===== src/rtl/core/tga_rle_ram.sv =====
// Generic single-write, single-read RAM with registered read data.
// No dependencies.
module tga_rle_ram #(
   parameter int WIDTH = 32,
   parameter int DEPTH = 64
) (
   input  logic                                          clock,
   input  logic                                          we,
   input  logic [((DEPTH > 1) ? $clog2(DEPTH) : 1)-1:0]  waddr,
   input  logic [WIDTH-1:0]                              wdata,
   input  logic                                          re,
   input  logic [((DEPTH > 1) ? $clog2(DEPTH) : 1)-1:0]  raddr,
   output logic [WIDTH-1:0]                              rdata
);

   logic [WIDTH-1:0] mem_ff [DEPTH];
   logic [WIDTH-1:0] rdata_ff;

   // Write port, and read data held until the next read
   always_ff @(posedge clock) begin
      if (we) begin
         mem_ff[waddr] <= wdata;
      end
      if (re) begin
         rdata_ff <= mem_ff[raddr];
      end
   end

   assign rdata = rdata_ff;

endmodule


===== config.mk =====
export PLATFORM = sky130hd
export DESIGN_NAME = tga_rle_ram
export DESIGN_NICKNAME = d
export VERILOG_FILES = /design/src/rtl/core/tga_rle_ram.sv
export SDC_FILE = /design/constraint.sdc
export NUM_CORES = 2
export LEC_CHECK = 0
export ABC_AREA = 0
export BUFFER_PORTS_ARGS = -buffer_cell sky130_fd_sc_hd__buf_4
export CAP_MARGIN = 10
export CELL_PAD_IN_SITES_DETAIL_PLACEMENT = 1
export CELL_PAD_IN_SITES_GLOBAL_PLACEMENT = 1
export CORE_ASPECT_RATIO = 1.75
export CORE_MARGIN = 3
export CORE_UTILIZATION = 56
export CTS_CLUSTER_SIZE = 10
export DETAILED_ROUTE_END_ITERATION = 7
export PLACE_DENSITY = 0.87
export SLEW_MARGIN = 20
export SYNTH_ARGS = -nofsm -noshare
export SYNTH_HDL_FRONTEND = slang
export SYNTH_SLANG_ARGS = --single-unit

===== constraint.sdc =====
create_clock -name clock -period 4.5 [get_ports clock]
set_input_delay 0.45 -clock clock [delete_from_list [all_inputs] [get_ports clock]]
set_output_delay 0.45 -clock clock [all_outputs]
set_load 0.05 [all_outputs]

==> impl_metrics.py <==
metrics = {
    "run_status": {
        "status": "finished, final reports clean",
    },
    "hold_path": {
        "hold_path.class": "input pin to flip-flop",
        "min_to": "mem_ff[38][20]$_DFFE_PP_",
        "min-delay-start": "wdata[20]",
        "holdPathStages": 1,
    },
    "sta": {
        "finalSetupTns_ps": 0,
        "worst_pin_slew_ps": 1250,
        "fin_skew_ps": 31.8,
        "hold_viol": 0,
        "grt_setup_unrepaired": "no",
        "max_slew_margin_pct": 16.6,
        "max_clock_freq_ghz": 0.286,
        "drv_slew": 0,
        "period_share_pct": 77.8,
        "layout_min_cycle_time_ps": 3500,
        "setup_violations": 0,
    },
    "global_route": {
        "grt-ovfl-total": 0,
        "grt.total_usage_pct": 36.4,
        "antenna_found_initial": 16,
        "grt_pass1_wl_mm": 359,
        "grt_start_max_net_pins": 84,
        "grt_pass1_vias": 42600,
    },
    "worst_setup_path": {
        "critPathKind": "input pin to flip-flop",
        "cp.arrival_ps": 4000,
        "cpMostUsedCell": "mux4_2",
        "crit_path_end_kind": "flip-flop",
        "cp_max_fo": 38,
        "worst_path_max_delay_cell": "o22ai_1",
        "slowest_delay_ps": 960,
        "crit_family": "multiplexers",
        "cp.required_ps": 5000,
        "cp_num_buf_inv": 3,
        "r2r_setup_slack_ps": 1490,
        "rr_worst_depth": 4,
        "timing.rr.start": "mem_ff[30][10]$_DFFE_PP_",
        "r2r-end": "rdata[10]$_DFFE_PP_",
        "crit_path_cell_trace": "buf_8, buf_12, buf_4, mux4_2, mux4_2, o22ai_1, nor2_1",
        "cp-start-kind": "input pin",
    },
    "cts": {
        "cts_buffer_depth": 3,
        "clkLatencyLatePin_ps": 840,
        "hold_buffers": 0,
        "h-tree-depth": 4,
        "cts_resized": 0,
        "root_buffer": "clkbuf_16",
        "cts.sinks": 2080,
        "cts_setup_buffers": 0,
        "tritoncts": "built",
        "path_clk_slew_ps": 60,
        "numCtsBuffers": 225,
    },
    "floorplan": {
        "die_area_mm2": 0.145,
        "design.core.area_mm2": 0.140,
        "fp-row-count": 181,
        "io_pins": 79,
        "initial_core_util_pct": 56.5,
        "die_x_um": 290,
        "die_h_um": 502,
    },
    "yosys": {
        "ys_top_cells_by_area": "edfxtp_1 (79%), mux4_2 (16%), mux2i_1 (1.2%)",
        "yosysWarningCount": 0,
        "yosys-top-cells-count": "edfxtp_1 (2080), mux4_2 (544), nor2_1 (137)",
        "synth_top_flop_cell": "edfxtp_1",
        "ys_types": 33,
        "yosysTopAreaCell": "edfxtp_1",
        "yosysTopAreaCellShare_pct": 79.2,
        "synth-async-reset-ratio_pct": 0,
        "postSynthCellCount": 3324,
        "yosysSeqAreaShare_pct": 79.2,
        "synth_fp_nets": 3371,
        "syn_area_mm2": 0.0788,
        "synth_area_per_cell_um2": 23.7,
        "synth_edf_count": 2080,
        "synth-seq-cells": 2080,
        "synth.most_common_cell": "edfxtp_1",
    },
    "pwr": {
        "p_sw_share_pct": 22.6,
        "pwr_density_cell_mw_per_mm2": 455,
        "p_int_mw": 31.2,
        "p_comb_share_pct": 5.9,
        "p_seq_share_pct": 53.6,
        "irDropWorstVdd_mv": 0.373,
        "pwr-share-clk_pct": 40.5,
        "power.switching_mw": 9.09,
        "p_leak_nw": 27.6,
    },
    "routing": {
        "antenna_left": 0,
        "drtIter0Drc": 8803,
        "drc_errors": 0,
        "wire_per_inst_um": 47.6,
        "viasPerCell": 7.65,
        "vias": 41700,
        "routed_wl_mm": 260,
        "first_pass_iters": 8,
    },
    "placed_design": {
        "place.gp.congestion": 0.828,
        "dp_cells": 5209,
        "io_buffers": 78,
        "dp_hpwl_mm": 128,
    },
    "run": {
        "maxCapViolations": 0,
    },
    "cells_and_area": {
        "stdcell_count": 5454,
        "fin_nets": 3656,
        "areaGrowthSynthToFinish_pct": 12.5,
        "drive_gt1_share_pct": 30.3,
    },
}
[placed cells by master, fill, tap and decap left out, drive strengths merged, types with 15 or more instances in the layout]
cell and n:
mux2i 93, mux4 544, o22ai 84, nor2 137, buf 240, a21oi 62, clkbuf 232, nand2 26
o221ai 27, nor2b 15, edfxtp 2080
[per-layer routing]
layer / GRT usage, % / wire length [um] / part of all wire [%]
met3: 9.13 / 34300 / 13
met4: 20.5 / 18500 / 7.1
met5: 0 / 78 / 0.030
met2: 58.0 / 127000 / 49
met1: 46.2 / 80000 / 31
[state kept, by name, summed over array words and instances, names as in the netlist]
| register | flops |
|---|---|
| mem_ff | 2048 |
| rdata | 32 |
[how the worst max path moves through the flow]
stage | slack (ps) | to | depth (start not counted) | start
after floorplan | 890 | mem_ff[48][0]$_DFFE_PP_ | 4 | waddr[3]
after global placement | 520 | rdata[18]$_DFFE_PP_ | 7 | raddr[1]
after detailed placement | 490 | rdata[10]$_DFFE_PP_ | 7 | raddr[0]
after CTS | 1210 | rdata[18]$_DFFE_PP_ | 7 | raddr[1]
after global routing | 970 | rdata[10]$_DFFE_PP_ | 7 | raddr[0]
final | 1000 | rdata[10]$_DFFE_PP_ | 7 | raddr[0]
[through the flow]
stage	instance area, um2	setup slack, ps	util, %	power (mW)	hold WS [ps]
finish	88700	1000	63.6	40.3	185
global placement	82700	517	59.3	24.0	859
detailed placement	82700	486	59.3	24.2	926
CTS	88600	1210	63.5	40.2	171
floorplan	78800	890	-	23.1	549
global route	88700	974	63.5	41.0	207
[logic make-up (layout without fill, tap and decap cells)]
| kind of cell | Yosys count | in the layout | synth area share [%] |
|---|---|---|---|
| flip-flops | 2080 | 2080 | 79.2 |
| multiplexers | 637 | 637 | 16.7 |
| AND/OR/NAND/NOR | 223 | 223 | 1.26 |
| AO/OA/AOI/OAI | 202 | 202 | 1.67 |
| buffers and inverters | 182 | 476 | 1.12 |
| other | 0 | 6 | 0 |
[area by class of cell]
class	count	area, um2
repair buffers	240	2040
diodes	6	15.0
well taps	1830	2290
multi-input cells	1062	16000
flip-flops and latches	2080	62500
clock buffers	232	5810
clock inverters	4	42.5
fillers	10800	50800
[power groups by stage]
stage	clock (mW)	sequential, mW	combinational (mW)
4_1_cts	16.4	21.6	2.29
3_3_place_gp	0	22.0	2.07
6_report	16.3	21.6	2.36
5_1_grt	17.0	21.6	2.41
3_5_place_dp	0	22.0	2.17
2_1_floorplan	0	22.0	1.04
Power figures use the tool's default switching activity.
