**src/rtl/core/tga_rle_pkg.sv**
```systemverilog
// Shared types, codes and helpers of the Targa run-length line encoder.
// No dependencies; the command queue, front end, back end and top level import this package.
package tga_rle_pkg;

   // Width of the packet length carried in a command (packets hold at most 128 pixels)
   localparam int CMD_CNT_W = 8;

   // Depth of the command queue between front and back end
   localparam int CMDQ_DEPTH = 4;
   localparam int CMDQ_PTR_W = 2;
   localparam int CMDQ_CNT_W = 3;

   // Header bit that marks a run packet
   localparam logic [7:0] RUN_FLAG = 8'h80;
   localparam logic [7:0] LEN_MASK = 8'h7F;

   // Configuration register indexes
   localparam logic CSR_RLE_ENABLE   = 1'b0;
   localparam logic CSR_ALPHA_ENABLE = 1'b1;

   // Work orders passed from the front end to the back end
   typedef enum logic [1:0] {
      CMD_PASS   = 2'd0,
      CMD_SINGLE = 2'd1,
      CMD_RAW    = 2'd2
   } cmd_kind_type;

   typedef struct packed {
      cmd_kind_type           kind;
      logic [7:0]             header;
      logic [CMD_CNT_W-1:0]   count;
      logic [31:0]            key;
      logic                   line_end;
   } cmd_type;

   // One result beat as it waits for the buffer read data
   typedef struct packed {
      logic        header_valid;
      logic [7:0]  header_byte;
      logic [1:0]  pixel_count;
      logic        use_ram;
      logic        two;
      logic [31:0] key;
      logic        packet_end;
      logic        line_end;
   } beat_type;

   // Convert a stored pixel (transparency in the top byte) to the output layout
   function automatic logic [31:0] to_output(input logic [31:0] key, input logic alpha);
      logic [7:0] opacity;
      opacity = alpha ? (8'hFF - key[31:24]) : 8'h00;
      return {opacity, key[23:0]};
   endfunction

endpackage

```
**src/rtl/core/tga_rle_back.sv**
```systemverilog
// Encoder back end: turns commands into result items, reading raw pixels
// two at a time from the buffer banks. Depends on tga_rle_pkg.
module tga_rle_back
   import tga_rle_pkg::*;
#(
   parameter int MAX_PACKET = 128,
   localparam int BANK_DEPTH = (MAX_PACKET + 1) / 2,
   localparam int BANK_AW = (BANK_DEPTH > 1) ? $clog2(BANK_DEPTH) : 1
) (
   input  logic               clock,
   input  logic               reset,
   input  logic               alpha_enable,
   input  logic               head_valid,
   input  cmd_type            head,
   output logic               pop,
   output logic               raw_done,
   output logic               rd_en,
   output logic [BANK_AW-1:0] rd_addr,
   input  logic [31:0]        even_rdata,
   input  logic [31:0]        odd_rdata,
   output logic               rsp_valid,
   input  logic               rsp_stall,
   output logic               rsp_header_valid,
   output logic [7:0]         rsp_header_byte,
   output logic [1:0]         rsp_pixel_count,
   output logic [31:0]        rsp_first_pixel,
   output logic [31:0]        rsp_second_pixel,
   output logic               rsp_packet_end,
   output logic               rsp_line_end
);

   logic [CMD_CNT_W-1:0] off_ff, off_in;
   logic                 s1_valid_ff, s1_valid_in;
   beat_type             s1_ff, s1_in;
   logic                 out_valid_ff, out_valid_in;
   logic                 out_hv_ff;
   logic [7:0]           out_hdr_ff;
   logic [1:0]           out_cnt_ff;
   logic [31:0]          out_first_ff, out_second_ff;
   logic                 out_pend_ff, out_line_ff;

   logic                 out_free;
   logic                 s1_adv;
   logic                 issue;
   logic                 is_raw;
   logic [CMD_CNT_W-1:0] remain;
   logic                 two;
   logic                 final_beat;
   logic [CMD_CNT_W-1:0] len_m1;
   logic [31:0]          first_key;

   assign out_free = !out_valid_ff || !rsp_stall;
   assign s1_adv   = s1_valid_ff && out_free;
   assign issue    = head_valid && (!s1_valid_ff || s1_adv);

   assign is_raw     = (head.kind == CMD_RAW);
   assign remain     = head.count - off_ff;
   assign two        = is_raw && (remain >= CMD_CNT_W'(2));
   assign final_beat = !is_raw || (remain <= CMD_CNT_W'(2));
   assign len_m1     = head.count - 1'b1;

   assign pop      = issue && final_beat;
   assign raw_done = pop && is_raw;
   assign rd_en    = issue && is_raw;
   assign rd_addr  = BANK_AW'(off_ff >> 1);

   // Form the next beat from the queue head
   always_comb begin
      s1_in             = '0;
      s1_in.key         = head.key;
      s1_in.use_ram     = is_raw;
      s1_in.two         = two;
      s1_in.pixel_count = two ? 2'd2 : 2'd1;
      s1_in.packet_end  = (head.kind != CMD_PASS) && final_beat;
      s1_in.line_end    = head.line_end && final_beat;
      case (head.kind)
         CMD_PASS: begin
            s1_in.header_valid = 1'b0;
            s1_in.header_byte  = 8'h00;
         end
         CMD_SINGLE: begin
            s1_in.header_valid = 1'b1;
            s1_in.header_byte  = head.header;
         end
         CMD_RAW: begin
            s1_in.header_valid = (off_ff == '0);
            s1_in.header_byte  = (off_ff == '0) ? (len_m1 & LEN_MASK) : 8'h00;
         end
         default: begin
            s1_in.header_valid = 1'b0;
            s1_in.header_byte  = 8'h00;
         end
      endcase
   end

   // Advance the position within a raw packet
   always_comb begin
      off_in = off_ff;
      if (pop) begin
         off_in = '0;
      end else if (issue) begin
         off_in = off_ff + CMD_CNT_W'(2);
      end
   end

   assign s1_valid_in  = issue || (s1_valid_ff && !s1_adv);
   assign out_valid_in = s1_adv || (out_valid_ff && rsp_stall);
   assign first_key    = s1_ff.use_ram ? even_rdata : s1_ff.key;

   always_ff @(posedge clock) begin
      if (reset) begin
         off_ff       <= '0;
         s1_valid_ff  <= 1'b0;
         out_valid_ff <= 1'b0;
      end else begin
         off_ff       <= off_in;
         s1_valid_ff  <= s1_valid_in;
         out_valid_ff <= out_valid_in;
      end
   end

   // Hold beat fields; load the output register when it frees up
   always_ff @(posedge clock) begin
      if (issue) begin
         s1_ff <= s1_in;
      end
      if (s1_adv) begin
         out_hv_ff     <= s1_ff.header_valid;
         out_hdr_ff    <= s1_ff.header_byte;
         out_cnt_ff    <= s1_ff.pixel_count;
         out_first_ff  <= to_output(first_key, alpha_enable);
         out_second_ff <= s1_ff.two ? to_output(odd_rdata, alpha_enable) : 32'h0;
         out_pend_ff   <= s1_ff.packet_end;
         out_line_ff   <= s1_ff.line_end;
      end
   end

   assign rsp_valid        = out_valid_ff;
   assign rsp_header_valid = out_hv_ff;
   assign rsp_header_byte  = out_hdr_ff;
   assign rsp_pixel_count  = out_cnt_ff;
   assign rsp_first_pixel  = out_first_ff;
   assign rsp_second_pixel = out_second_ff;
   assign rsp_packet_end   = out_pend_ff;
   assign rsp_line_end     = out_line_ff;

endmodule

```
**config.mk**
```make
export PLATFORM = sky130hd
export DESIGN_NAME = tga_rle_back
export DESIGN_NICKNAME = d
export VERILOG_FILES = /design/src/rtl/core/tga_rle_pkg.sv /design/src/rtl/core/tga_rle_back.sv
export SDC_FILE = /design/constraint.sdc
export NUM_CORES = 1
export LEC_CHECK = 0
export BUFFER_PORTS_ARGS = -buffer_cell sky130_fd_sc_hd__buf_2
export CORE_UTILIZATION = 44
export DETAILED_ROUTE_END_ITERATION = 10
export PLACE_DENSITY_LB_ADDON = 0.2
export SETUP_SLACK_MARGIN = 0.4
export SYNTH_ARGS = -nofsm -noshare
export SYNTH_HDL_FRONTEND = slang
export SYNTH_SLANG_ARGS = --single-unit
```
**constraint.sdc**
```tcl
create_clock -name clock -period 6.12 [get_ports clock]
set_input_delay 0.306 -clock clock [delete_from_list [all_inputs] [get_ports clock]]
set_output_delay 0.306 -clock clock [all_outputs]
set_load 0.05 [all_outputs]
```
==> results_dict.tcl <==
set metrics [dict create \
    status "completed" \
    worstPathCellList "ha_1 > fa_1 > xor2_1 > o311ai_0 > nor4_2 > and4_1 > and2_1 > buf_2" \
    post_cts_resize_count 0 \
    number_of_global_route_vias_before_repair 3621 \
    number_of_antenna_violations_at_the_first_check_in_global_routing 0 \
    synth_area_um2 5441 \
    syn_avg_cell_area_um2 15.33 \
    avgViaCountPerCell 5.006 \
    critical_path.max_stage_delay_ns 0.41 \
    share_clk_of_total_power_pct 43.8 \
    cellPowerDensity_nw_per_um2 325.3 \
    crit_slowest_cell "sky130_fd_sc_hd__fa_1" \
    routed-via-count 3634 \
    final_common_cell "sky130_fd_sc_hd__buf_2" \
    netSwitchingFraction_pct 23.03 \
    rsz0062_at_grt "false" \
    hold_class "in -> reg" \
    synth.area.top_cells "sky130_fd_sc_hd__edfxtp_1 (68%), sky130_fd_sc_hd__mux2_2 (5.2%), sky130_fd_sc_hd__and2_1 (4.0%)" \
    worstHoldStart "head[4]" \
    synth_cells 355 \
    cp.arrival_ns 2.81 \
    critPathLaunchType "flip-flop" \
    layout_min_cycle_time_ns 3.115 \
    routedWlPerCell_um 16.19 \
    final_cell_count_no_fill 726 \
    clk_latency_ns 0.41 \
    yosysTopAreaCellShare_pct 67.88 \
    detail-route-antenna-nets 0 \
    final.setup_skew_ns 0.007679 \
    grt_pass1_wl_um 17710 \
    crit-reg2reg-launch "off_ff[1]$_SDFFE_PP0P_" \
    final_cell_mix "sky130_fd_sc_hd__buf_2 (206), sky130_fd_sc_hd__edfxtp_1 (123), sky130_fd_sc_hd__and2_1 (35), sky130_fd_sc_hd__nor2_1 (26), sky130_fd_sc_hd__mux2_2 (25)" \
    post-route-period-util_pct 50.90 \
    crit_fanout 6 \
    final_core_utilization_pct 59.79 \
    ys_seq_elements 132 \
    cts_inserted_buffers 17 \
    worstHoldEndpoint "s1_ff[5]$_DFFE_PP_" \
    nets 699 \
    count_of_clock_tree_sinks 132 \
    port_buffers 206 \
    die_width_um 113.2 \
    ys_warn_count 0 \
    synth_enable_flop_cells 123 \
    routabilityCongestion 0.8517 \
    power.ir.vdd_worst_v 0.0001927 \
    postCtsSetupRepairBufs 0 \
    async_flop_share_pct 0 \
    cap_viol_max_count 0 \
    cts_tree "yes" \
    ys.flop_type "sky130_fd_sc_hd__edfxtp_1" \
    postRouteWirelength_um 11760 \
    power.switching_mw 0.5380 \
    synth_cell_type_count 42 \
    setup-violations-final 0 \
    seq_power_share_pct 45.3 \
    fmax_mhz 321.1 \
    maxSlewHeadroom_pct 21.94 \
    synth_area_leader_cell "sky130_fd_sc_hd__edfxtp_1" \
    cp_top_family "simple AND/OR/NAND/NOR gates" \
    max-clock-path-buffers 2 \
    clk_pin_slew_worst_paths_ns 0.06 \
    firstDrtPassIters 4 \
    layout-drive-gt1-share_pct 47.15 \
    worst-slew-pin-transition_ns 1.169 \
    post-place-cells 694 \
    timing.critical_path.buf_inv 1 \
    cts_htree_levels 4 \
    gr-total-overflow 0 \
    timing_hold_violations_final 0 \
    rows 40 \
    core_area_um2 12010 \
    drtIter0Drc 199 \
    route.detailed.drc 0 \
    cts_hold_fix_bufs 0 \
    clock_tree.root_cell "sky130_fd_sc_hd__clkbuf_16" \
    areaGrowthSynthToFinish_pct 31.98 \
    required_ns 5.81 \
    hold-path-cell-count 1 \
    timing_worst_setup_path_type "reg -> out" \
    mappedNetlistNets 488 \
    reg2regPathDepth 7 \
    dieArea_um2 12820 \
    grt_max_degree 58 \
    io_pins 207 \
    leakage_nw 3.027 \
    setup_tns_ns 0 \
    global_route_usage_over_all_layers_pct 18.73 \
    path_depth 8 \
    final-max-slew-violation-count 0 \
    antennaDiodeCount 0 \
    hpwl_detailed_um 8507 \
    fillerInstances 996 \
    die_y_um 113.2 \
    synth-seq-area-share_pct 71.19 \
    worst_reg2reg_setup_slack_ns 3.74 \
    r2r-end "s1_ff[37]$_DFFE_PP_" \
    end_kind "output pin" \
    power.combinational.fraction_pct 10.9 \
    initial_standard_cell_utilization_of_the_core_pct 45.30 \
    p_int_mw 1.798 \
    fin_total_pwr_mw 2.336 \
]
## sequential cells by signal (all words and copies together) (netlist names)
register and flops:
s1_valid_ff 1, rsp_first_pixel 32, rsp_header_byte 8, s1_ff 46, rsp_packet_end 1, rsp_line_end 1
rsp_second_pixel 32, rsp_valid 1, rsp_header_valid 1, off_ff 7, rsp_pixel_count 2
## worst max-delay path by stage
stage,start,endpoint,slack [ns]
final,off_ff[1]$_SDFFE_PP0P_,raw_done,3.01
after global routing,off_ff[1]$_SDFFE_PP0P_,raw_done,2.88
after CTS,off_ff[1]$_SDFFE_PP0P_,raw_done,3.00
after detailed placement,head[34],raw_done,3.37
after global placement,head[34],raw_done,3.40
after floorplan,rsp_valid$_SDFF_PP0_,rsp_first_pixel[0]$_DFFE_PP_,1.36
## kinds of logic after synthesis
group	count (synthesis)	synth area share (%)
buffers and inverters	31	2.828
xor gates and xnor gates	8	1.288
and+or+nand+nor	112	11.29
AOI/OAI and AO/OA	26	3.633
muxes	33	6.645
adders and majority gates	13	3.127
DFF	132	71.19
## Yosys cell counts (all sizes together), types with 2 or more instances
master / number
mux2: 25
a21oi: 6
and2: 35
inv: 15
mux2i: 8
dfxtp: 9
nor3: 7
o32ai: 2
clkbuf: 8
and3: 8
or4: 6
nand3: 4
ha: 12
a21boi: 2
o21ai: 7
edfxtp: 123
and4: 2
nor2: 26
nor4: 2
a41oi: 2
xnor2: 4
nand2: 15
nand2b: 4
xor2: 4
buf: 8
## power by group through the flow
stage / combinational (mW) / clock (mW) / sequential [mW]
final: 0.256 / 1.02 / 1.06
after global routing: 0.273 / 1.08 / 1.06
after CTS: 0.258 / 1.04 / 1.06
after detailed placement: 0.257 / 0 / 1.08
after global placement: 0.254 / 0 / 1.07
after floorplan: 0.0821 / 0 / 1.17
## per-stage QoR
stage | instance area, um^2 | hold slack [ns] | setup WS (ns)
2_1_floorplan | 5441 | 0.4003 | 1.358
3_3_place_gp | 6585 | 0.4015 | 3.404
3_5_place_dp | 6585 | 0.4045 | 3.367
4_1_cts | 7182 | 0.04654 | 2.998
5_1_grt | 7182 | 0.04718 | 2.877
6_report | 7182 | 0.06570 | 3.005
## per-layer routing
| metal | vias up | track usage (%) | share of wire [%] | routed length [um] |
|---|---|---|---|---|
| met2 | 165 | 31.74 | 50 | 5838 |
| met4 | 0 | 10.88 | 3.2 | 372 |
| met5 | - | 0 | 0 | 0 |
| met3 | 34 | 6.160 | 7.6 | 897 |
| li1 | 1736 | - | - | - |
| met1 | 1699 | 20.65 | 40 | 4646 |
## area by class of cell
cell class | count | area [um^2] | area share (%)
multi-input cells | 192 | 1425 | 19.84
clock inverters | 13 | 163.9 | 2.282
repair buffers | 208 | 1046 | 14.56
flip-flops and latches | 132 | 3874 | 53.94
clock buffers | 19 | 432.9 | 6.028
inverters | 15 | 56.30 | 0.7840
well taps | 147 | 183.9 | 2.561
Power figures use the tool's default switching activity.
