===== config.mk =====
export PLATFORM = sky130hd
export DESIGN_NAME = tga_rle_cmdq
export DESIGN_NICKNAME = d
export VERILOG_FILES = /design/src/rtl/core/tga_rle_pkg.sv /design/src/rtl/core/tga_rle_cmdq.sv
export SDC_FILE = /design/constraint.sdc
export NUM_CORES = 1
export LEC_CHECK = 0
export BUFFER_PORTS_ARGS = -buffer_cell sky130_fd_sc_hd__buf_2
export CAP_MARGIN = 0
export CORE_UTILIZATION = 30
export CTS_BUF_LIST = sky130_fd_sc_hd__clkbuf_2 sky130_fd_sc_hd__clkbuf_4 sky130_fd_sc_hd__clkbuf_8
export CTS_CLUSTER_SIZE = 30
export DETAILED_ROUTE_END_ITERATION = 12
export PLACE_DENSITY = 0.46
export SYNTH_ARGS = -nofsm -noshare
export SYNTH_HDL_FRONTEND = slang
export SYNTH_SLANG_ARGS = --single-unit

===== constraint.sdc =====
create_clock -name clock -period 5 [get_ports clock]
set_input_delay 0.25 -clock clock [delete_from_list [all_inputs] [get_ports clock]]
set_output_delay 0.25 -clock clock [all_outputs]
set_load 0.05 [all_outputs]

===== src/rtl/core/tga_rle_pkg.sv =====
// Shared types, codes and helpers of the Targa run-length line encoder.
// No dependencies; the command queue, front end, back end and top level import this package.
package tga_rle_pkg;

   // Width of the packet length carried in a command (packets hold at most 128 pixels)
   localparam int CMD_CNT_W = 8;

   // Depth of the command queue between front and back end
   localparam int CMDQ_DEPTH = 4;
   localparam int CMDQ_PTR_W = 2;
   localparam int CMDQ_CNT_W = 3;

   // Header bit that marks a run packet
   localparam logic [7:0] RUN_FLAG = 8'h80;
   localparam logic [7:0] LEN_MASK = 8'h7F;

   // Configuration register indexes
   localparam logic CSR_RLE_ENABLE   = 1'b0;
   localparam logic CSR_ALPHA_ENABLE = 1'b1;

   // Work orders passed from the front end to the back end
   typedef enum logic [1:0] {
      CMD_PASS   = 2'd0,
      CMD_SINGLE = 2'd1,
      CMD_RAW    = 2'd2
   } cmd_kind_type;

   typedef struct packed {
      cmd_kind_type           kind;
      logic [7:0]             header;
      logic [CMD_CNT_W-1:0]   count;
      logic [31:0]            key;
      logic                   line_end;
   } cmd_type;

   // One result beat as it waits for the buffer read data
   typedef struct packed {
      logic        header_valid;
      logic [7:0]  header_byte;
      logic [1:0]  pixel_count;
      logic        use_ram;
      logic        two;
      logic [31:0] key;
      logic        packet_end;
      logic        line_end;
   } beat_type;

   // Convert a stored pixel (transparency in the top byte) to the output layout
   function automatic logic [31:0] to_output(input logic [31:0] key, input logic alpha);
      logic [7:0] opacity;
      opacity = alpha ? (8'hFF - key[31:24]) : 8'h00;
      return {opacity, key[23:0]};
   endfunction

endpackage


===== src/rtl/core/tga_rle_cmdq.sv =====
// Short command queue between the encoder front end and back end.
// Depends on tga_rle_pkg; takes up to two commands and gives one per cycle while popped.
module tga_rle_cmdq
   import tga_rle_pkg::*;
(
   input  logic    clock,
   input  logic    reset,
   input  logic    push0,
   input  cmd_type cmd0,
   input  logic    push1,
   input  cmd_type cmd1,
   output logic    room,
   output logic    head_valid,
   output cmd_type head,
   input  logic    pop
);

   cmd_type                 entry_ff [CMDQ_DEPTH];
   logic [CMDQ_PTR_W-1:0]   wr_ptr_ff, wr_ptr_in;
   logic [CMDQ_PTR_W-1:0]   rd_ptr_ff, rd_ptr_in;
   logic [CMDQ_CNT_W-1:0]   count_ff, count_in;
   logic [CMDQ_PTR_W-1:0]   wr_ptr_next;

   assign wr_ptr_next = wr_ptr_ff + 1'b1;

   // Advance pointers and fill level
   always_comb begin
      wr_ptr_in = wr_ptr_ff + CMDQ_PTR_W'(push0) + CMDQ_PTR_W'(push1);
      rd_ptr_in = rd_ptr_ff + CMDQ_PTR_W'(pop);
      count_in  = count_ff + CMDQ_CNT_W'(push0) + CMDQ_CNT_W'(push1) - CMDQ_CNT_W'(pop);
   end

   always_ff @(posedge clock) begin
      if (reset) begin
         wr_ptr_ff <= '0;
         rd_ptr_ff <= '0;
         count_ff  <= '0;
      end else begin
         wr_ptr_ff <= wr_ptr_in;
         rd_ptr_ff <= rd_ptr_in;
         count_ff  <= count_in;
      end
   end

   // Store entries
   always_ff @(posedge clock) begin
      if (push0) begin
         entry_ff[wr_ptr_ff] <= cmd0;
      end
      if (push1) begin
         entry_ff[wr_ptr_next] <= cmd1;
      end
   end

   assign room       = (count_ff <= CMDQ_CNT_W'(CMDQ_DEPTH - 2));
   assign head_valid = (count_ff != '0);
   assign head       = entry_ff[rd_ptr_ff];

endmodule


==> summary.md, run 1 <==
| Metric | Value |
|---|---|
| Chip height | 186.8 um |
| Root Driver | clkbuf_8 |
| Top_reg_cell synth | edfxtp_1 |
| Commonest non-fill, non-tap cell in the layout | edfxtp_1 |
| Most used routing layer in global routing | met2 |
| Fin crit period | 3.104 ns |
| Post-Place Cell Area | 11490 um^2 |
| Critical path required time | 5.15 ns |
| Layout fillers | 3216 |
| First-pass iteration count of the detailed router | 4 |
| GP Congestion | 0.7275 |
| Initial antenna violation count | 6 |
| Setup_tns | 0 ns |
| Max-slew violations | 0 |
| Post-CTS Resized | 0 |
| Seq cells post-synth | 211 |
| Worst setup path startpoint | wr_ptr_ff[0] |
| Worst Hold Depth | 2 |
| # setup viols final | 0 |
| Distinct cells, synth | 25 |
| Pwr/cell area | 422.9 nW/um^2 |
| CTS tree | built |
| Cell taking the most area after synthesis | edfxtp_1 |
| Row count | 67 |
| Clk_skew | 0.01392 ns |
| Dpl ws | 1.821 ns |
| Post-route setup slack | 1.896 ns |
| Critical Path AT | 3.25 ns |
| CP Cell Sequence | nand3b_4, o21ai_4, buf_4 |
| Layout cells sized above 1 | 0.6577 |
| Crit end category | flop |
| Hold Crit Class | input pin to flop |
| Maximum VDD drop | 207.6 uV |
| Max stage delay on crit path | 0.85 ns |
| Drt drc | 0 |
| GRT Residual Overflow | 0 |
| IO Pins | 160 |
| WS Path Type | flop to flop |
| H-tree lvl count | 2 |
| Met1 GRT Util | 0.1987 |
| Initial DRC Count | 228 |
| Final core occ | 0.3676 |
| Post-Route WL | 26.49 mm |
| Chip Width | 186.8 um |
| Clock latency reported for the late side of the worst-skew pair | 0.52 ns |
| Peak Freq | 0.3222 GHz |
| Syn Nets | 649 |
| Nets | 826 |
| Total track usage | 0.1525 |
| Via-to-Cell Ratio | 4.831 |
| HP Start | cmd0[47] |
| Wire per inst | 22.15 um |
| Critical Path Fanout Max | 52 |
| Tcrit/Tclk final | 0.6208 |
| Commonest non-fill, non-tap cells in the layout | 204 x edfxtp_1, 200 x mux2_2, 159 x buf_2, 51 x mux4_2, 45 x clkbuf_8 |
| Max Root-Sink Buffers | 3 |
| Status | complete, no violations |
| Crit-path slowest cell | nand3b_4 |
| Area Growth Syn to Fin | 20.30% |
| Unrepaired setup endpoints after global routing | no |
| Static leakage | 4.359 nW |
| Number of buffers created by CTS | 43 |
| I/O Buffers | 159 |
| Cells after Synth | 536 |
| Yosys top cell area share | 0.5979 |
| Syn. warnings | 0 |
| Vias in the first global route | 6430 |
| Largest cells by area after synthesis | edfxtp_1 60%, mux2_2 22%, mux4_2 11% |
| Relative slew slack | 0.1902 |
| Fin area | 12330 um^2 |
| R2r setup slk | 1.90 ns |
| Clock transition at path regs | 0.05 ns |
| Worst Setup Start Kind | flop |
| FFs w/ async S/R, synth | 0 |
| Max Cap Violations | 0 |
| Total power | 0.005212 W |
| Dpl hpwl | 15.18 mm |
| Global-route wire length before repair | 39.52 mm |
| Core outline area | 33530 um^2 |
| Register area share after synthesis | 0.6116 |
| Vias | 5778 |
| Syn Area/Cell | 19.12 um^2 |
| FF-to-FF Start | wr_ptr_ff[0] |
| Post-DRT Antenna Nets | 0 |
| Mapped Area | 10250 um^2 |
| Crit path to | entry_ff[2][2] |
| Initial core utilization | 0.3056 |
| Fin. Hold Viols | 0 |
| Die ar. | 34900 um^2 |
| Pin count of the biggest net entering global routing | 53 |
| GR Util met3 | 0.04175 |
| Worst r2r dst | entry_ff[2][2] |
| CTS Sinks | 211 |
| Worst slew pin tran | 1.213 ns |
| GR Layer Usage met2 | 0.2493 |
| Reg2Reg Depth | 3 |
| EDFF count, synth | 204 |
## power by group
part,internal (W),switching (W),total [W]
logic,0.000431,0.000764,0.00119
clock network,0.000981,0.000720,0.00170
registers,0.00222,0.0000962,0.00232
## cells in the mapped netlist, types with 3 or more instances
cell type and number:
mux2_1 4, nor2b_1 4, mux4_2 51, mux2_2 200, buf_6 10, fa_1 3, buf_2 17, dfxtp_1 7
clkbuf_1 4, nor2_1 6, inv_1 6, buf_4 4, ha_1 3, edfxtp_1 204
## sequential cells by signal, indices dropped and copies added, names as in the netlist
register   cells
wr_ptr_ff      2
entry_ff     204
count_ff       3
rd_ptr_ff      2
## layer usage
| metal | part of all wire | vias to the layer above |
|---|---|---|
| met5 | 0.0020 | - |
| met1 | 0.44 | 2981 |
| met4 | 0.020 | 8 |
| met3 | 0.058 | 53 |
| met2 | 0.48 | 177 |
| li1 | - | 2559 |
## cells by family (layout without fill, tap and decap cells)
logic type | count (synthesis) | after routing | share of synthesized area
AO/OA/AOI/OAI | 3 | 3 | 0.001710
XOR/XNOR | 3 | 3 | 0.002565
adder cells (fa/ha/maj) | 6 | 6 | 0.009526
buffers and inverters | 41 | 250 | 0.02589
flip-flops | 211 | 211 | 0.6116
multiplexers | 256 | 256 | 0.3373
other | 0 | 3 | 0
AND/OR/NAND/NOR | 16 | 16 | 0.01148
## repair_timing
item / CTS / global route
endpoints found under the hold margin: 7 / 0
buffers inserted: 0 / 0
hold buffers: 1 / 0
## stage by stage
| stage | std cells | hold WS [ns] |
|---|---|---|
| floorplan | 536 | 0.3216 |
| global placement | 1115 | 0.5145 |
| CTS | 1193 | 0.02706 |
| finish | 1196 | 0.06303 |
| detailed placement | 1115 | 0.5205 |
| global route | 1193 | 0.03482 |
## worst max-delay path: cells and delay by family, from the launching register on
kind | cells | cell delay, ns
compound gates | 1 | 0.63
simple gates | 1 | 0.85
buf+inv | 1 | 0.62
flops | 1 | 0.59
## layout make-up
cell class | count | area (um^2) | area share
Tap cell | 448 | 560.5 | 0.04548
Sequential cell | 211 | 6274 | 0.5090
Timing Repair Buffer | 167 | 870.8 | 0.07065
Clock inverter | 18 | 97.59 | 0.007918
Inverter | 6 | 22.52 | 0.001827
Antenna cell | 3 | 7.507 | 0.0006091
Clock buffer | 59 | 724.4 | 0.05878
Multi-Input combinational cell | 284 | 3769 | 0.3058
## worst min-delay path by stage
stage,end,slack [ns]
after floorplan,count_ff[0],0.32
after global placement,rd_ptr_ff[1],0.51
after detailed placement,rd_ptr_ff[1],0.52
after CTS,entry_ff[0][34],0.03
after global routing,entry_ff[2][50],0.03
final,entry_ff[0][47],0.06
(Power assumes the default switching activity.)
==> run 2: changes to the inputs <==
clock period = 2.7 ns   (was 5 ns; I/O delays follow)
==> run 2 against run 1 <==
  * Flip-flop and latch count unchanged
  * Power up 86%
  * Critical path depth up 1
  * Cell area up 13%
  * Fmax up 21%
  * Worst setup slack worse by 1.8 ns
  * Global-route usage up 0.20 points
  * First-iteration DRC count up 35%
  * Register-to-register slack worse by 1.8 ns
  * Via count up 8.9%
  * Die area unchanged
  * Largest power group unchanged
==> summary.md, run 2 (synthesis gave the netlist of run 1 again) <==
| Metric | Value |
|---|---|
| Status | complete, no violations |
| Max Root-Sink Buffers | 3 |
| Worst Setup Start Kind | flop |
| Root Driver | clkbuf_8 |
| Internal power | 0.006814 W |
| WHS | 0.06509 ns |
| Hold Crit Class | input pin to flop |
| # setup viols final | 0 |
| Post-route setup slack | 0.1377 ns |
| Layout cells sized above 1 | 0.5635 |
| HP Start | pop |
| Crit end category | flop |
| Dpl hpwl | 15.50 mm |
| Core outline area | 33530 um^2 |
| Max-slew violations | 0 |
| First-pass iteration count of the detailed router | 4 |
| Comb power frac | 0.261 |
| Chip Width | 186.8 um |
| Setup_tns | 0 ns |
| Fin area | 13960 um^2 |
| Initial core utilization | 0.3056 |
| Pin count of the biggest net entering global routing | 52 |
| Clock transition at path regs | 0.06 ns |
| Number of buffers created by CTS | 39 |
| Critical Path Fanout Max | 18 |
| Flip-flop count of the largest register after layout | 204 |
| CTS tree | built |
| Worst slew pin tran | 1.046 ns |
| Area Growth Syn to Fin | 36.28% |
| WS Path Type | flop to flop |
| Wire per inst | 20.29 um |
| Area occupied by multi-input gates | 3791 um^2 |
| Fin crit period | 2.562 ns |
| CTS Sinks | 211 |
| H-tree lvl count | 2 |
| FF-to-FF Start | wr_ptr_ff[0] |
| Commonest non-fill, non-tap cell in the layout | edfxtp_1 |
| Worst setup path startpoint | wr_ptr_ff[0] |
| Drt drc | 0 |
| Nets | 987 |
| Post-Route WL | 27.31 mm |
| CP Cell Sequence | nand3b_4, buf_12, mux2_2, dlygate4sd3_1 |
| GRT Residual Overflow | 0 |
| Clk_skew | 0.01387 ns |
| Post-DRT Antenna Nets | 0 |
| Register area | 6272 um^2 |
| I/O Buffers | 159 |
| Clk network pwr share | 0.302 |
| Maximum VDD drop | 519.7 uV |
| Pwr/cell area | 696.1 nW/um^2 |
| Static leakage | 5.062 nW |
| Commonest non-fill, non-tap cells in the layout | 204 x edfxtp_1, 200 x mux2_2, 159 x buf_2, 150 x dlygate4sd3_1, 51 x mux4_2 |
| Fin. Hold Viols | 0 |
| Peak Freq | 0.3903 GHz |
| Row count | 67 |
| Switching Fraction | 0.2989 |
| Via-to-Cell Ratio | 4.677 |
| Number of diodes | 0 |
| Tcrit/Tclk final | 0.9490 |
| Max stage delay on crit path | 0.70 ns |
| Layout fillers | 3098 |
| Sw Pwr | 0.002905 W |
| Die ar. | 34900 um^2 |
| Initial DRC Count | 308 |
| Critical Path AT | 2.82 ns |
| Crit-path slowest cell | dfxtp_1 |
| Clock latency reported for the late side of the worst-skew pair | 0.53 ns |
| Relative slew slack | 0.3002 |
| Biggest regs | entry_ff: 204 flops, count_ff: 3 flops |
| IO Pins | 160 |
| Final core occ | 0.4164 |
| Sequential Power Share | 0.437 |
| Dpl ws | 0.4798 ns |
| Total track usage | 0.1545 |
| Vias | 6295 |
| Unrepaired setup endpoints after global routing | no |
| Critical path required time | 2.96 ns |
| Initial antenna violation count | 0 |
| Vias in the first global route | 7081 |
| GP Congestion | 0.7297 |
| Global-route wire length before repair | 40.88 mm |
| Chip height | 186.8 um |
| Largest Register | entry_ff |
| Post-Place Cell Area | 11700 um^2 |
| Max Cap Violations | 0 |
==> run 2: final cells by class <==
type,instances,share of cell area
multi-input combinational,286,0.2715
tap,448,0.04014
clock buffer,61,0.05161
timing repair buffer,330,0.1848
inverter,6,0.001613
clock inverter,4,0.001165
sequential,211,0.4492
==> run 2: critical path: cells and delay by family, from the launching register on <==
family / cells / cell delay, ns
flops: 1 / 0.70
buf+inv: 2 / 0.79
simple gates: 1 / 0.45
mux: 1 / 0.34
==> run 2: timing repair <==
| action | 4_1_cts | 5_1_grt |
|---|---|---|
| hold buffers | 150 | 0 |
| endpoints found under the hold margin | 211 | 0 |
| gates resized for setup | 0 | 1 |
| buffers inserted | 0 | 0 |
| endpoints found under the setup margin | 0 | 20 |
==> run 2: through the flow <==
stage / cells / power, W
floorplan: 536 / 0.005935
global placement: 1129 / 0.006605
detailed placement: 1129 / 0.006657
CTS: 1344 / 0.009874
global route: 1346 / 0.01016
finish: 1346 / 0.009720
==> run 2: path summary, 6_finish.rpt <==
path / end / slack, ns / cells after the start
hold reg to reg: count_ff[2] / 0.66 / 4
setup / recovery: entry_ff[3][44] / 0.14 / 4
setup reg to reg: entry_ff[3][44] / 0.14 / 4
hold / removal: rd_ptr_ff[1] / 0.07 / 4
==> run 2: routing by layer <==
| layer | global-route usage | share of wire | up-vias |
|---|---|---|---|
| met3 | 0.03479 | 0.048 | 61 |
| li1 | - | - | 2874 |
| met2 | 0.2609 | 0.49 | 169 |
| met4 | 0.04760 | 0.022 | 0 |
| met5 | 0 | 0 | - |
| met1 | 0.1970 | 0.44 | 3191 |
==> run 2: power groups by stage <==
stage | logic (W) | clock network [W] | registers (W)
3_3_place_gp | 0.00232 | 0 | 0.00429
2_1_floorplan | 0.00168 | 0 | 0.00425
6_report | 0.00254 | 0.00294 | 0.00424
3_5_place_dp | 0.00235 | 0 | 0.00431
4_1_cts | 0.00257 | 0.00306 | 0.00424
5_1_grt | 0.00270 | 0.00318 | 0.00428
==> run 3: changes to the inputs <==
PLACE_DENSITY = 0.51   (was 0.46)
SKIP_LAST_GASP = 1   (was unset)
==> run 3 against run 2 <==
  * Cell area shrank 0.25%
  * Core utilization shrank 0.10 points
  * Clock power is essentially flat
  * Cell count grew 0.45%
  * Via count grew 0.54%
  * Non-clock buffer count grew 2
  * Worst setup slack lost 0.057 ns
  * Critical endpoint is now entry_ff[2][24]
  * Largest cell class unchanged
==> summary.md, run 3 (synthesis gave the netlist of run 1 again) <==
| Metric | Value |
|---|---|
| Status | complete, no violations |
| Chip Width | 186.8 um |
| Clk_skew | 0.01095 ns |
| CTS Sinks | 211 |
| Tcrit/Tclk final | 0.9702 |
| Number of buffers created by CTS | 40 |
| Area Growth Syn to Fin | 35.94% |
| Relative slew slack | 0.5675 |
| Clock transition at path regs | 0.06 ns |
| # setup viols final | 0 |
| Initial DRC Count | 280 |
| Vias in the first global route | 7254 |
| Vias | 6329 |
| Max Root-Sink Buffers | 3 |
| Layout cells sized above 1 | 0.5533 |
| Peak Freq | 0.3817 GHz |
| Commonest non-fill, non-tap cell in the layout | edfxtp_1 |
| Fin area | 13930 um^2 |
| Fin crit period | 2.620 ns |
| I/O Buffers | 159 |
| Biggest regs | entry_ff: 204 flops, count_ff: 3 flops |
| Post-DRT Antenna Nets | 0 |
| Total power | 0.009657 W |
| Worst Setup Start Kind | flop |
| Wire per inst | 19.96 um |
| Worst slew pin tran | 0.6487 ns |
| Commonest non-fill, non-tap cells in the layout | 204 x edfxtp_1, 200 x mux2_2, 159 x buf_2, 156 x dlygate4sd3_1, 51 x mux4_2 |
| IO Pins | 160 |
| Total track usage | 0.1556 |
| Nets | 988 |
| Post-Place Cell Area | 11620 um^2 |
| Unrepaired setup endpoints after global routing | no |
| Maximum VDD drop | 326.9 uV |
| Placed insts | 1125 |
| First-pass iteration count of the detailed router | 6 |
| Via-to-Cell Ratio | 4.681 |
| Critical Path Fanout Max | 19 |
| Pin count of the biggest net entering global routing | 52 |
| Static leakage | 5.030 nW |
| Fin. Hold Viols | 0 |
| Largest Register | entry_ff |
| Die ar. | 34900 um^2 |
| Critical Path AT | 2.88 ns |
| Pwr/cell area | 693.3 nW/um^2 |
| H-tree lvl count | 2 |
| Hold Crit Class | input pin to flop |
| Critical path required time | 2.96 ns |
| Chip height | 186.8 um |
| Initial antenna violation count | 5 |
| Post-Route WL | 26.99 mm |
| Register area | 6271 um^2 |
| Area occupied by multi-input gates | 3769 um^2 |
| Row count | 67 |
| Max Cap Violations | 0 |
| Core outline area | 33530 um^2 |
| Global-route wire length before repair | 40.96 mm |
| Layout fillers | 3076 |
| GP Congestion | 0.7038 |
| Layout Cells excl Fill | 1352 |
| Crit end category | flop |
| WS Path Type | flop to flop |
| Max-slew violations | 0 |
| Root Driver | clkbuf_8 |
| Flip-flop count of the largest register after layout | 204 |
| Clock latency reported for the late side of the worst-skew pair | 0.53 ns |
| GRT Residual Overflow | 0 |
| WHS | 0.08197 ns |
| Dpl hpwl | 15.34 mm |
| Initial core utilization | 0.3056 |
| Drt drc | 0 |
| CTS tree | built |
run 3: cell count changes in the layout (fill, tap and decap cells not counted), moves of 2 or more:
cell	before	now
dlygate4sd3_1	150	156
buf_12	10	6
diode_2	0	4
clkbuf_4	19	16
clkinv_1	3	6
clkinvlp_4	0	2
nand3b_2	2	0
run 3: critical path, cell delays in order, from the launching register on:
cell and delay [ns]:
dfxtp_1 0.70, nand3b_4 0.50, buf_12 0.24, mux2_2 0.34, dlygate4sd3_1 0.56
run 3: stage by stage:
stage	setup slack [ns]	utilization	TNS, ns
detailed placement	0.5971	0.3466	0
CTS	0.05802	0.4150	0
global route	0.01641	0.4153	0
finish	0.08046	0.4154	0
floorplan	-0.6532	-	-115.26
global placement	0.6384	0.3466	0
run 3: report_power, final:
group          internal, W  total [W]  switching, W
combinational      0.00101    0.00252       0.00151
clock              0.00161    0.00291       0.00129
sequential         0.00411    0.00423      0.000124
total              0.00673    0.00966       0.00293
run 3: path summary, 6_finish.rpt:
| path | startpoint | to | depth (start not counted) | slack (ns) |
|---|---|---|---|---|
| max | wr_ptr_ff[1] | entry_ff[2][24] | 4 | 0.08 |
| min | push0 | wr_ptr_ff[0] | 3 | 0.08 |
| max reg2reg | wr_ptr_ff[1] | entry_ff[2][24] | 4 | 0.08 |
| min reg2reg | count_ff[2] | count_ff[2] | 4 | 0.66 |
run 3: routing by layer:
layer | track usage | routed length (um) | up-vias
li1 | - | - | 2864
met1 | 0.1914 | 11480 | 3226
met2 | 0.2708 | 13620 | 181
met3 | 0.03423 | 1350 | 56
met5 | 0 | 13 | -
met4 | 0.04918 | 526 | 2
run 3: area by class of cell:
class	count	share of cell area
timing repair buffer	332	0.1841
clock inverter	10	0.003414
tap	448	0.04024
sequential	211	0.4502
antenna	4	0.0007186
inverter	6	0.001617
multi-input combinational	284	0.2706
clock buffer	57	0.04914
run 3: timing repair:
item / 4_1_cts / 5_1_grt
hold endpoints to repair: 211 / 0
gates resized for setup: 0 / 1
endpoints found under the setup margin: 0 / 11
setup buffers: 0 / 0
hold buffers: 156 / 0
